--- config.mk ---
export PLATFORM = sky130hd
export DESIGN_NAME = ftp_client_command_sequencer
export DESIGN_NICKNAME = d
export VERILOG_FILES = /design/src/design/ftpcs_pkg.sv /design/src/design/ftp_client_command_sequencer.sv /design/src/design/ftpcs_decode.sv
export SDC_FILE = /design/constraint.sdc
export NUM_CORES = 1
export LEC_CHECK = 0
export BUFFER_PORTS_ARGS = -buffer_cell sky130_fd_sc_hd__buf_2
export CAP_MARGIN = 25
export CORE_ASPECT_RATIO = 1.5
export CORE_MARGIN = 2
export CORE_UTILIZATION = 44
export DETAILED_ROUTE_END_ITERATION = 8
export GPL_TIMING_DRIVEN = 0
export PLACE_DENSITY_LB_ADDON = 0.12
export SLEW_MARGIN = 20
export SYNTH_ARGS = -nofsm -noshare
export SYNTH_HDL_FRONTEND = slang
export SYNTH_SLANG_ARGS = --single-unit
export TNS_END_PERCENT = 50
--- constraint.sdc ---
create_clock -name clk_i -period 3.1 [get_ports clk_i]
set_input_delay 0.465 -clock clk_i [delete_from_list [all_inputs] [get_ports clk_i]]
set_output_delay 0.465 -clock clk_i [all_outputs]
set_load 0.01 [all_outputs]
--- src/design/ftpcs_pkg.sv ---
// Shared types, command codes and helpers for the FTP client command sequencer.
package ftpcs_pkg;

  localparam int unsigned CodeW     = 10;
  localparam int unsigned PortW     = 16;
  localparam int unsigned InDataW   = 32;
  localparam int unsigned OutDataW  = 32;

  localparam logic [CodeW-1:0] CodeSvcClosing = 10'd421;
  localparam logic [CodeW-1:0] CodeNoData     = 10'd425;
  localparam logic [CodeW-1:0] CodeXferAbort  = 10'd426;
  localparam logic [CodeW-1:0] CodeBadSeq     = 10'd503;

  // Command codes as they leave the block.
  typedef enum logic [3:0] {
    CMD_NONE = 4'd0,
    CMD_USER = 4'd1,
    CMD_PASS = 4'd2,
    CMD_ACCT = 4'd3,
    CMD_SYST = 4'd4,
    CMD_PWD  = 4'd5,
    CMD_TYPE = 4'd6,
    CMD_PASV = 4'd7,
    CMD_SIZE = 4'd8,
    CMD_RETR = 4'd9,
    CMD_CWD  = 4'd10,
    CMD_LIST = 4'd11,
    CMD_QUIT = 4'd12
  } cmd_e;

  // Last command sent, held one-hot.
  typedef enum logic [12:0] {
    ST_NONE = 13'b0_0000_0000_0001,
    ST_USER = 13'b0_0000_0000_0010,
    ST_PASS = 13'b0_0000_0000_0100,
    ST_ACCT = 13'b0_0000_0000_1000,
    ST_SYST = 13'b0_0000_0001_0000,
    ST_PWD  = 13'b0_0000_0010_0000,
    ST_TYPE = 13'b0_0000_0100_0000,
    ST_PASV = 13'b0_0000_1000_0000,
    ST_SIZE = 13'b0_0001_0000_0000,
    ST_RETR = 13'b0_0010_0000_0000,
    ST_CWD  = 13'b0_0100_0000_0000,
    ST_LIST = 13'b0_1000_0000_0000,
    ST_QUIT = 13'b1_0000_0000_0000
  } st_e;

  typedef struct packed {
    logic             kind;
    logic [CodeW-1:0] reply_code;
    logic             parse_ok;
    logic [7:0]       port_high;
    logic [7:0]       port_low;
  } item_t;

  typedef struct packed {
    cmd_e             next_command;
    logic             open_data;
    logic [PortW-1:0] data_port;
    logic             close_control;
    logic             finished;
    logic             fail;
    logic             listing_set;
  } dec_t;

  function automatic st_e cmd_to_state(cmd_e cmd);
    st_e st;
    st = ST_NONE;
    unique case (cmd)
      CMD_NONE: st = ST_NONE;
      CMD_USER: st = ST_USER;
      CMD_PASS: st = ST_PASS;
      CMD_ACCT: st = ST_ACCT;
      CMD_SYST: st = ST_SYST;
      CMD_PWD:  st = ST_PWD;
      CMD_TYPE: st = ST_TYPE;
      CMD_PASV: st = ST_PASV;
      CMD_SIZE: st = ST_SIZE;
      CMD_RETR: st = ST_RETR;
      CMD_CWD:  st = ST_CWD;
      CMD_LIST: st = ST_LIST;
      CMD_QUIT: st = ST_QUIT;
      default:  st = ST_NONE;
    endcase
    return st;
  endfunction

endpackage

--- src/design/ftp_client_command_sequencer.sv ---
// Top level of the FTP client command sequencer: input register, decision, result register.
//
//  Channel  Direction  Transfer condition          Contents
//  s_axis   in         s_axis_tvalid & tready      kind (tuser), reply code, parse flag, port
//  m_axis   out        m_axis_tvalid & tready      next command, data port, status flags
//
// One transfer can be taken every cycle while m_axis is not stalled; a result passes first
// through the input register and then through the result register.
// The decision for an item is made as it leaves the input register, against the last
// command and failure/listing marks left by the item before it.
// Reset (rst_ni low) returns to awaiting the greeting with both marks clear.
// When m_axis stalls, both registers hold and s_axis_tready drops once both are full.
module ftp_client_command_sequencer (
  input  logic        clk_i,
  input  logic        rst_ni,
  input  logic        s_axis_tvalid,
  output logic        s_axis_tready,
  // [9:0] reply_code, [10] parse_ok, [18:11] port_high, [26:19] port_low, [31:27] zero
  input  logic [ftpcs_pkg::InDataW-1:0]  s_axis_tdata,
  // [0] kind
  input  logic        s_axis_tuser,
  output logic        m_axis_tvalid,
  input  logic        m_axis_tready,
  // [3:0] next_command, [4] open_data, [20:5] data_port, [21] close_control,
  // [22] finished, [23] failed, [24] listing, [31:25] zero
  output logic [ftpcs_pkg::OutDataW-1:0] m_axis_tdata
);
  import ftpcs_pkg::*;

  logic  in_valid_q;
  item_t in_q;
  logic  out_valid_q;
  logic [OutDataW-1:0] out_q, out_d;
  st_e   state_q, state_d;
  logic  fail_q, fail_d;
  logic  list_q, list_d;
  logic  advance;
  logic  s_fire;
  dec_t  dec;
  item_t in_d;

  assign advance       = in_valid_q && (!out_valid_q || m_axis_tready);
  assign s_axis_tready = !in_valid_q || advance;
  assign s_fire        = s_axis_tvalid && s_axis_tready;

  assign in_d.kind       = s_axis_tuser;
  assign in_d.reply_code = s_axis_tdata[9:0];
  assign in_d.parse_ok   = s_axis_tdata[10];
  assign in_d.port_high  = s_axis_tdata[18:11];
  assign in_d.port_low   = s_axis_tdata[26:19];

  ftpcs_decode u_decode (
    .item_i  (in_q),
    .state_i (state_q),
    .dec_o   (dec)
  );

  always_comb begin
    state_d = state_q;
    fail_d  = fail_q | dec.fail;
    list_d  = list_q | dec.listing_set;
    if (dec.next_command != CMD_NONE) begin
      state_d = cmd_to_state(dec.next_command);
    end
    out_d = {7'd0, list_d, fail_d, dec.finished, dec.close_control,
             dec.data_port, dec.open_data, dec.next_command};
  end

  always_ff @(posedge clk_i or negedge rst_ni) begin
    if (!rst_ni) begin
      in_valid_q  <= 1'b0;
      out_valid_q <= 1'b0;
      state_q     <= ST_NONE;
      fail_q      <= 1'b0;
      list_q      <= 1'b0;
    end else begin
      if (s_fire) begin
        in_valid_q <= 1'b1;
      end else if (advance) begin
        in_valid_q <= 1'b0;
      end
      if (advance) begin
        out_valid_q <= 1'b1;
        state_q     <= state_d;
        fail_q      <= fail_d;
        list_q      <= list_d;
      end else if (m_axis_tready) begin
        out_valid_q <= 1'b0;
      end
    end
  end

  always_ff @(posedge clk_i) begin
    if (s_fire) begin
      in_q <= in_d;
    end
    if (advance) begin
      out_q <= out_d;
    end
  end

  assign m_axis_tvalid = out_valid_q;
  assign m_axis_tdata  = out_q;

  // A failure mark, once taken, is never dropped before reset.
  a_fail_sticky: assert property (@(posedge clk_i) disable iff (!rst_ni)
    fail_q |=> fail_q)
    else $error("failure mark cleared without reset");

  // A result that opens the data connection or finishes never also sends a command.
  a_no_cmd_with_open: assert property (@(posedge clk_i) disable iff (!rst_ni)
    (m_axis_tvalid && (m_axis_tdata[4] || (m_axis_tdata[22] && !m_axis_tdata[21])))
      |-> (m_axis_tdata[3:0] == CMD_NONE))
    else $error("command issued together with data open or plain finish");

  // The data port is only nonzero when the data connection is requested.
  a_port_only_on_open: assert property (@(posedge clk_i) disable iff (!rst_ni)
    (m_axis_tvalid && !m_axis_tdata[4]) |-> (m_axis_tdata[20:5] == '0))
    else $error("data port present without open request");

  // A decided failure always sends QUIT.
  a_fail_quit: assert property (@(posedge clk_i) disable iff (!rst_ni)
    (advance && dec.fail) |=> (m_axis_tdata[3:0] == CMD_QUIT) && fail_q)
    else $error("failure did not send QUIT");

endmodule

--- src/design/ftpcs_decode.sv ---
// Reply and data-event decision table of the FTP client command sequencer.
module ftpcs_decode (
  input  ftpcs_pkg::item_t item_i,
  input  ftpcs_pkg::st_e   state_i,
  output ftpcs_pkg::dec_t  dec_o
);
  import ftpcs_pkg::*;

  logic [CodeW-1:0] code;
  logic c1, c2, c3, c4, c5;
  logic fail;
  cmd_e next;
  dec_t dec;

  assign code = item_i.reply_code;

  // Reply class is the first digit; codes below 100 or above 599 fall in no class.
  assign c1 = (code >= 10'd100) && (code < 10'd200);
  assign c2 = (code >= 10'd200) && (code < 10'd300);
  assign c3 = (code >= 10'd300) && (code < 10'd400);
  assign c4 = (code >= 10'd400) && (code < 10'd500);
  assign c5 = (code >= 10'd500) && (code < 10'd600);

  always_comb begin
    dec  = '0;
    next = CMD_NONE;
    fail = 1'b0;
    if (item_i.kind) begin
      if (state_i == ST_PASV) begin
        next = CMD_SIZE;
      end
    end else begin
      unique case (state_i)
        ST_NONE: next = CMD_USER;
        ST_USER: begin
          if (c1 || c2) next = CMD_USER;
          else if (c3) next = CMD_PASS;
          else fail = 1'b1;
        end
        ST_PASS: begin
          if (c1 || c2) next = CMD_SYST;
          else if (c3) next = CMD_ACCT;
          else if (code == CodeBadSeq) next = CMD_PASS;
          else fail = 1'b1;
        end
        ST_ACCT: begin
          if (c2) next = CMD_SYST;
          else fail = 1'b1;
        end
        ST_SYST: next = CMD_PWD;
        ST_PWD: begin
          if (c2) next = CMD_TYPE;
          else fail = 1'b1;
        end
        ST_TYPE: begin
          if (c2) next = CMD_PASV;
          else fail = 1'b1;
        end
        ST_PASV: begin
          if (c2 && item_i.parse_ok) begin
            dec.open_data = 1'b1;
            dec.data_port = {item_i.port_high, item_i.port_low};
          end else begin
            fail = 1'b1;
          end
        end
        ST_SIZE: begin
          if (c2) begin
            if (item_i.parse_ok) next = CMD_RETR;
            else fail = 1'b1;
          end else if (c1 || c3 || c4 || c5) begin
            next = CMD_LIST;
          end else begin
            fail = 1'b1;
          end
        end
        ST_RETR: begin
          // Every 4xx here, including 421, 425 and 426, ends in failure.
          if (c1) begin
            next = CMD_QUIT;
            dec.close_control = 1'b1;
          end else if (c2) begin
            dec.finished = 1'b1;
          end else if (c3) begin
            next = CMD_PASV;
          end else if (c5) begin
            next = CMD_CWD;
          end else begin
            fail = 1'b1;
          end
        end
        ST_CWD: begin
          if (c2) next = CMD_LIST;
          else fail = 1'b1;
        end
        ST_LIST: begin
          if (c1 || c2) begin
            next = CMD_QUIT;
            dec.listing_set = 1'b1;
          end else begin
            fail = 1'b1;
          end
        end
        ST_QUIT: begin
          dec.close_control = 1'b1;
          dec.finished      = 1'b1;
        end
        default: fail = 1'b1;
      endcase
    end
    if (fail) begin
      next = CMD_QUIT;
    end
    dec.fail         = fail;
    dec.next_command = next;
  end

  assign dec_o = dec;

endmodule

* After elaboration in Yosys (flattened, before gate mapping)
Memories as Yosys holds them, arrays and structs flattened. A register that Yosys moved wholly into a read port is not among the register bits.
Cells that the tools add are included.
** Storage, ports and cells
- Bits in registers :: 57
- Memory bits (read-only) :: 208
- Bits of input ports :: 37
- Logic and storage cells :: 117
- Memories kept :: 1
** Cells by class
- Magnitude comparators :: 10
- Equality and inequality tests :: 14
- Multiplexer cells :: 50
- Bitwise gates (word level) :: 4
- Reductions and logical operators :: 25
** Memory list
- (no name shown) :: depth 16, width 13, read ports 1, clocked after memory_dff 1, write ports 0, line ftpcs_pkg.sv:69 : unique case (cmd)
** Operator list (number)
- $mux 4 :: 15
- $pmux 4 s11 :: 1
- $ge 10x9->1 const B :: 3
- $lt 10x9->1 const B :: 3
- $mux 1 :: 26
- $mux 17 :: 1
- $eq 13x1->1 const B :: 1
- $eq 13x10->1 const B :: 1
- $eq 13x11->1 const B :: 1
- $eq 13x12->1 const B :: 1
- $eq 13x13->1 const B :: 1
- $eq 13x2->1 const B :: 1
- $eq 13x3->1 const B :: 1
- $eq 13x4->1 const B :: 1
- $eq 13x5->1 const B :: 1
- $eq 13x6->1 const B :: 1
- $eq 13x7->1 const B :: 1
- $eq 13x8->1 const B :: 1
- $eq 13x9->1 const B :: 1
- $eq 10x9->1 const B :: 1
- $ge 10x7->1 const B :: 1
- $ge 10x8->1 const B :: 1
- $lt 10x10->1 const B :: 1
- $lt 10x8->1 const B :: 1
- other kinds (15) :: 36

* Longest topological paths before layout
- Depth after elaboration :: 12
- Depth in mapped cells :: 11
- Mapped depth without buffers :: 9

* By module
Synthesis repeated with hierarchy kept, for this count alone.
** Unflattened totals
- Cell total of the unflattened synthesis :: 280
- Area, all modules :: 3457.1 um2
** By module, submodules not included
- ftp_client_command_sequencer :: instances 1, cells an instance 129, area each 2432.3 um2, seq. area each 2018.2 um2
- ftpcs_decode :: instances 1, cells an instance 151, area each 1024.7 um2, seq. area each 0.0 um2

* Worst setup path after synthesis
Ideal clock, no wire load.
- Path kind :: reg-to-reg
- Start point :: reg state_q[0]
- End point :: reg state_q[10]
- Setup time :: 0.127 ns
- Data arrival time :: 2.641 ns
- Required time :: 2.973 ns
- Path slack :: 0.331 ns
- Cell stages (with the launch flop) :: 11
- Path buffers :: 1
- Period minus slack after synthesis :: 2.769 ns
- Path through :: dfstp_2 > buf_2 > or4_4 > nor2_2 > nand2_1 > a2111oi_0 > a31o_1 > o311ai_4 > a21oi_4 > and2_4 > mux2_1
** RTL lines
- from (decl) :: line ftp_client_command_sequencer.sv:34 : st_e state_q, state_d;

* Final worst setup path
- Start point :: reg in_q[23] (netlist name)
- End point :: reg state_q[2]
** Between the ends
- Word-level cells in the longest chain between the ends :: 12
** Ends and longest elaborated chain
- from (decl) :: line ftp_client_command_sequencer.sv:31 : item_t in_q;
- from (signal assigned) :: line ftp_client_command_sequencer.sv:95 : in_q <= in_d;
- $ge 10x7->1 (tied with other cells) :: line ftpcs_decode.sv:18 : assign c1 = (code >= 10'd100) && (code < 10'd200);
- $logic_and 1x1->1, on equally long branches :: line ftpcs_decode.sv:18, ftpcs_decode.sv:20
- $logic_or 1x1->1 (3 in a row) :: line ftpcs_decode.sv:71 : end else if (c1 || c3 || c4 || c5) begin
- $mux 4 / $mux 1 (equally long branches) :: line ftpcs_decode.sv:71
- $mux 4 / $mux 1 (equally long branches) :: line ftpcs_decode.sv:68 : if (c2) begin
- $pmux 4 s11 / $pmux 1 s8 (equally long branches) :: line ftpcs_decode.sv:33 : unique case (state_i)
- $mux 4 / $mux 1 (equally long branches) :: line ftpcs_decode.sv:28 : if (item_i.kind) begin
- $mux 4 (*) :: line ftpcs_decode.sv:111 : if (fail) begin
- $reduce_bool 4->1 :: line ftp_client_command_sequencer.sv:62 : if (dec.next_command != CMD_NONE) begin
- $reduce_and 2->1 (no line)
Mark *: on every way between the ends. The rest lies on a longest branch, timed or not.
A chain may end at the register's enable or synchronous reset.

==> summary.md <==
| Metric | Value |
|---|---|
| Slew Viols, Final | 0 |
| DRT antenna net count | 0 |
| Total grt overflow | 0 |
| Area added between synthesis and finish | 25.5% |
| VDD IR max | between 0.0004 and 0.0005 V |
| Worst-path clk slew | roughly 0.06 ns |
| Root Driver | clkbuf_16 |
| Worst setup path class | register to register |
| Chip width | 80.0 µm |
| Fill count | 766 |
| Total CTS buffers | 9 |
| Worst path arrival time | roughly 3.3 ns |
| Final period utilization | a little over nine tenths |
| Final setup vio count | 0 |
| Sequential element share of the synthesized area | a little over half |
| CP required | 3.37 ns |
| FP Rows | 41 |
| Boundary pin count | about 70 |
| Most frequent cells in the layout | buf_2, edfxtp_1, and2_1 |
| CP endpoint kind | register |
| Seq. cell area | 0.00202 mm² |
| Die area | 0.00945 mm² |
| Synth cell types | 72 |
| Fraction of layout cells with a size suffix above 1 | 33.8% |
| Hold Crit Class | primary input to asynchronous set/reset pin |
| Max-cap violations | 0 |
| Pre-CTS WS | -0.196 ns |
| Slew headroom | 50.6% |
| Tot Pwr | 3.60 mW |
| Post-route setup TNS | 0 ns |
| Clock Skew | 0.00580 ns |
| Worst skew pair latency | 0.33 ns |
| CTS tree | done |
| Final Hold Viols | 0 |
| Antenna violations before repair | 0 |
| Most common cell after layout, fill and taps aside | buf_2 |
| P_leak | 1.92 nW |
| Mapped cell area | 0.00382 mm² |
| Gr usage total | about a fifth |
| Tmin final | about 3.0 ns |
| CP max FO | 8 |
| Starting Density | between 40 and 50% |
| Number of synthesized flops with an enable pin | 53 |
| CP startpoint kind | register |
| Fin worst setup slack | between 0.09 and 0.1 ns |
| RSZ-0062 raised after global routing | true |
| Per-instance average area after synthesis | around 11 µm² |
| # H-tree levels | 3 |
| Routed wire per std cell | between 15 and 20 µm |
| Core Footprint | 0.00841 mm² |
| Vias per cell | 5.59 |
| Vert. Die Dim | 118 µm |
| Clock Path Buffers | 2 |
| Vias | 2997 |
| DP Wirelength | 6.67 mm |
| Largest net degree at the start of global routing | 29 |
| Status | complete, no violations |
| First drt pass iteration count | 4 |
| Port buffer count | a little under 60 |
| Synthesized instance count | approximately 340 |
| Wire length of the first global-routing pass | 14.4 mm |
| Final #Nets | 461 |
| Multi-input gate area | 0.00174 mm² |
| # diodes | 0 |
| DRC | 0 |
| Fmax | between 0.3 and 0.4 GHz |
| Worst Tran Pin Value | 0.735 ns |
| Synth async-reset ratio | between 20% and 30% |
| YS warnings | 0 |
| Post-CTS Hold Fix Bufs | 0 |
| Synthesized flop and latch total | 70 |
| Global placement routability congestion | about 0.9 |
| Initial DRC Count | 152 |
| DRT Wirelength | a little over 9 mm |
| Synth Flop Type | edfxtp_1 |
| Vias in the first global route | 2963 |
| # clock sinks | 70 |
| Power Density | roughly 750 mW/mm² |
logic make-up (layout without fill, tap and decap cells):
kind of cell,after synthesis,after routing,synth area share [%]
other,1,7,0.0983
DFF,70,70,52.9
buffers and inverters,33,121,4.72
AOI/OAI and AO/OA,70,70,14.4
muxes,3,3,0.852
xor gates and xnor gates,6,6,1.38
and+or+nand+nor,152,152,25.6
cell type report:
type	count	share of cell area, %
sequential	70	42.1
multi-input combinational	238	36.4
tap	107	2.80
timing repair buffer	72	8.41
buffer	25	3.27
clock buffer	13	5.91
inverter	8	0.627
clock inverter	3	0.444
critical path: stages (launching register included):
cell	delay (ns)
edfxtp_1	0.53
or4b_1	0.56
o311ai_1	0.20
a211oi_1	0.17
o21ai_1	0.25
o2111ai_4	0.21
nor4_1	0.40
nor3b_2	0.27
nor3b_1	0.22
a211o_1	0.13
synth_stat cells, types with 3 or more instances:
cell type  number  area, µm²
nand4b_1        3       26.3
inv_1           8       30.0
nand2b_1        6       37.5
nor4b_1         6       52.6
nor2_1         19       71.3
nand3_1         3       15.0
edfxtp_1       53       1590
a21oi_1        11       55.1
o311a_1         3       30.0
o21ai_0        11       55.1
xnor2_1         3       26.3
o21a_1          5       37.5
nor4_1          8       50.1
o21ai_1         6       30.0
nor3b_1         6       45.0
buf_4           7       52.6
a21o_1          3       22.5
nand4_1        11       68.8
clkbuf_1        8       30.0
buf_6           3       33.8
nand2_1        13       48.8
or2_2           5       31.3
nor3_1         17       85.1
xor2_1          3       26.3
nor2b_1         5       31.3
or3_1           3       18.8
and2_1         22        138
dfrtp_1        16        400
buf_2           6       30.0
o211ai_1        3       22.5
what timing repair did:
| item | in CTS | in global routing |
|---|---|---|
| buffers inserted | 6 | 7 |
| endpoints found under the setup margin | 5 | 12 |
| endpoints found under the hold margin | 0 | 0 |
| pin swaps | 3 | 3 |
| resized for setup | 2 | 22 |
where the power goes:
part           switching [mW]  internal [mW]  total (mW)
registers              0.0653           1.12        1.18
logic                   0.828          0.574        1.40
clock network           0.376          0.641        1.02
flip-flops by register name (all words and copies together), names as in the netlist:
signal / count
fail_q: 1
in_q: 28
in_valid_q: 1
list_q: 1
m_axis_tdata: 25
m_axis_tvalid: 1
state_q: 13
worst paths after layout:
kind,cells after the start,slack [ns],start,end
setup / recovery,9,0.09,in_q[23]$_DFFE_PP_,state_q[2]$_DFFE_PN0P_
hold / removal,1,0.05,rst_ni,state_q[12]$_DFFE_PN0P_
setup reg to reg,9,0.09,in_q[23]$_DFFE_PP_,state_q[2]$_DFFE_PN0P_
hold reg to reg,1,0.45,list_q$_DFFE_PN0P_,list_q$_DFFE_PN0P_
max in group asynchronous,1,2.74,rst_ni,state_q[0]$_DFFE_PN1P_
min in group clk_i,1,0.31,s_axis_tdata[20],in_q[1]$_DFFE_PP_
metrics by stage:
stage	cell area, µm²	hold WS (ns)	utilization [%]	cells
after global routing	4790	0.0709	56.9	536
after global placement	4260	0.411	50.7	506
after CTS	4640	0.0580	55.1	529
after detailed placement	4280	0.413	50.9	507
after floorplan	3840	0.169	-	341
final	4790	0.0489	56.9	536
layer usage:
metal	track usage [%]	vias up	wire length, µm
met5	0	-	0
met2	34.1	99	4770
met1	22.3	1419	3550
li1	-	1450	-
met3	5.44	29	433
met4	11.2	0	389
No activity file was read; power rests on OpenSTA's default activity.
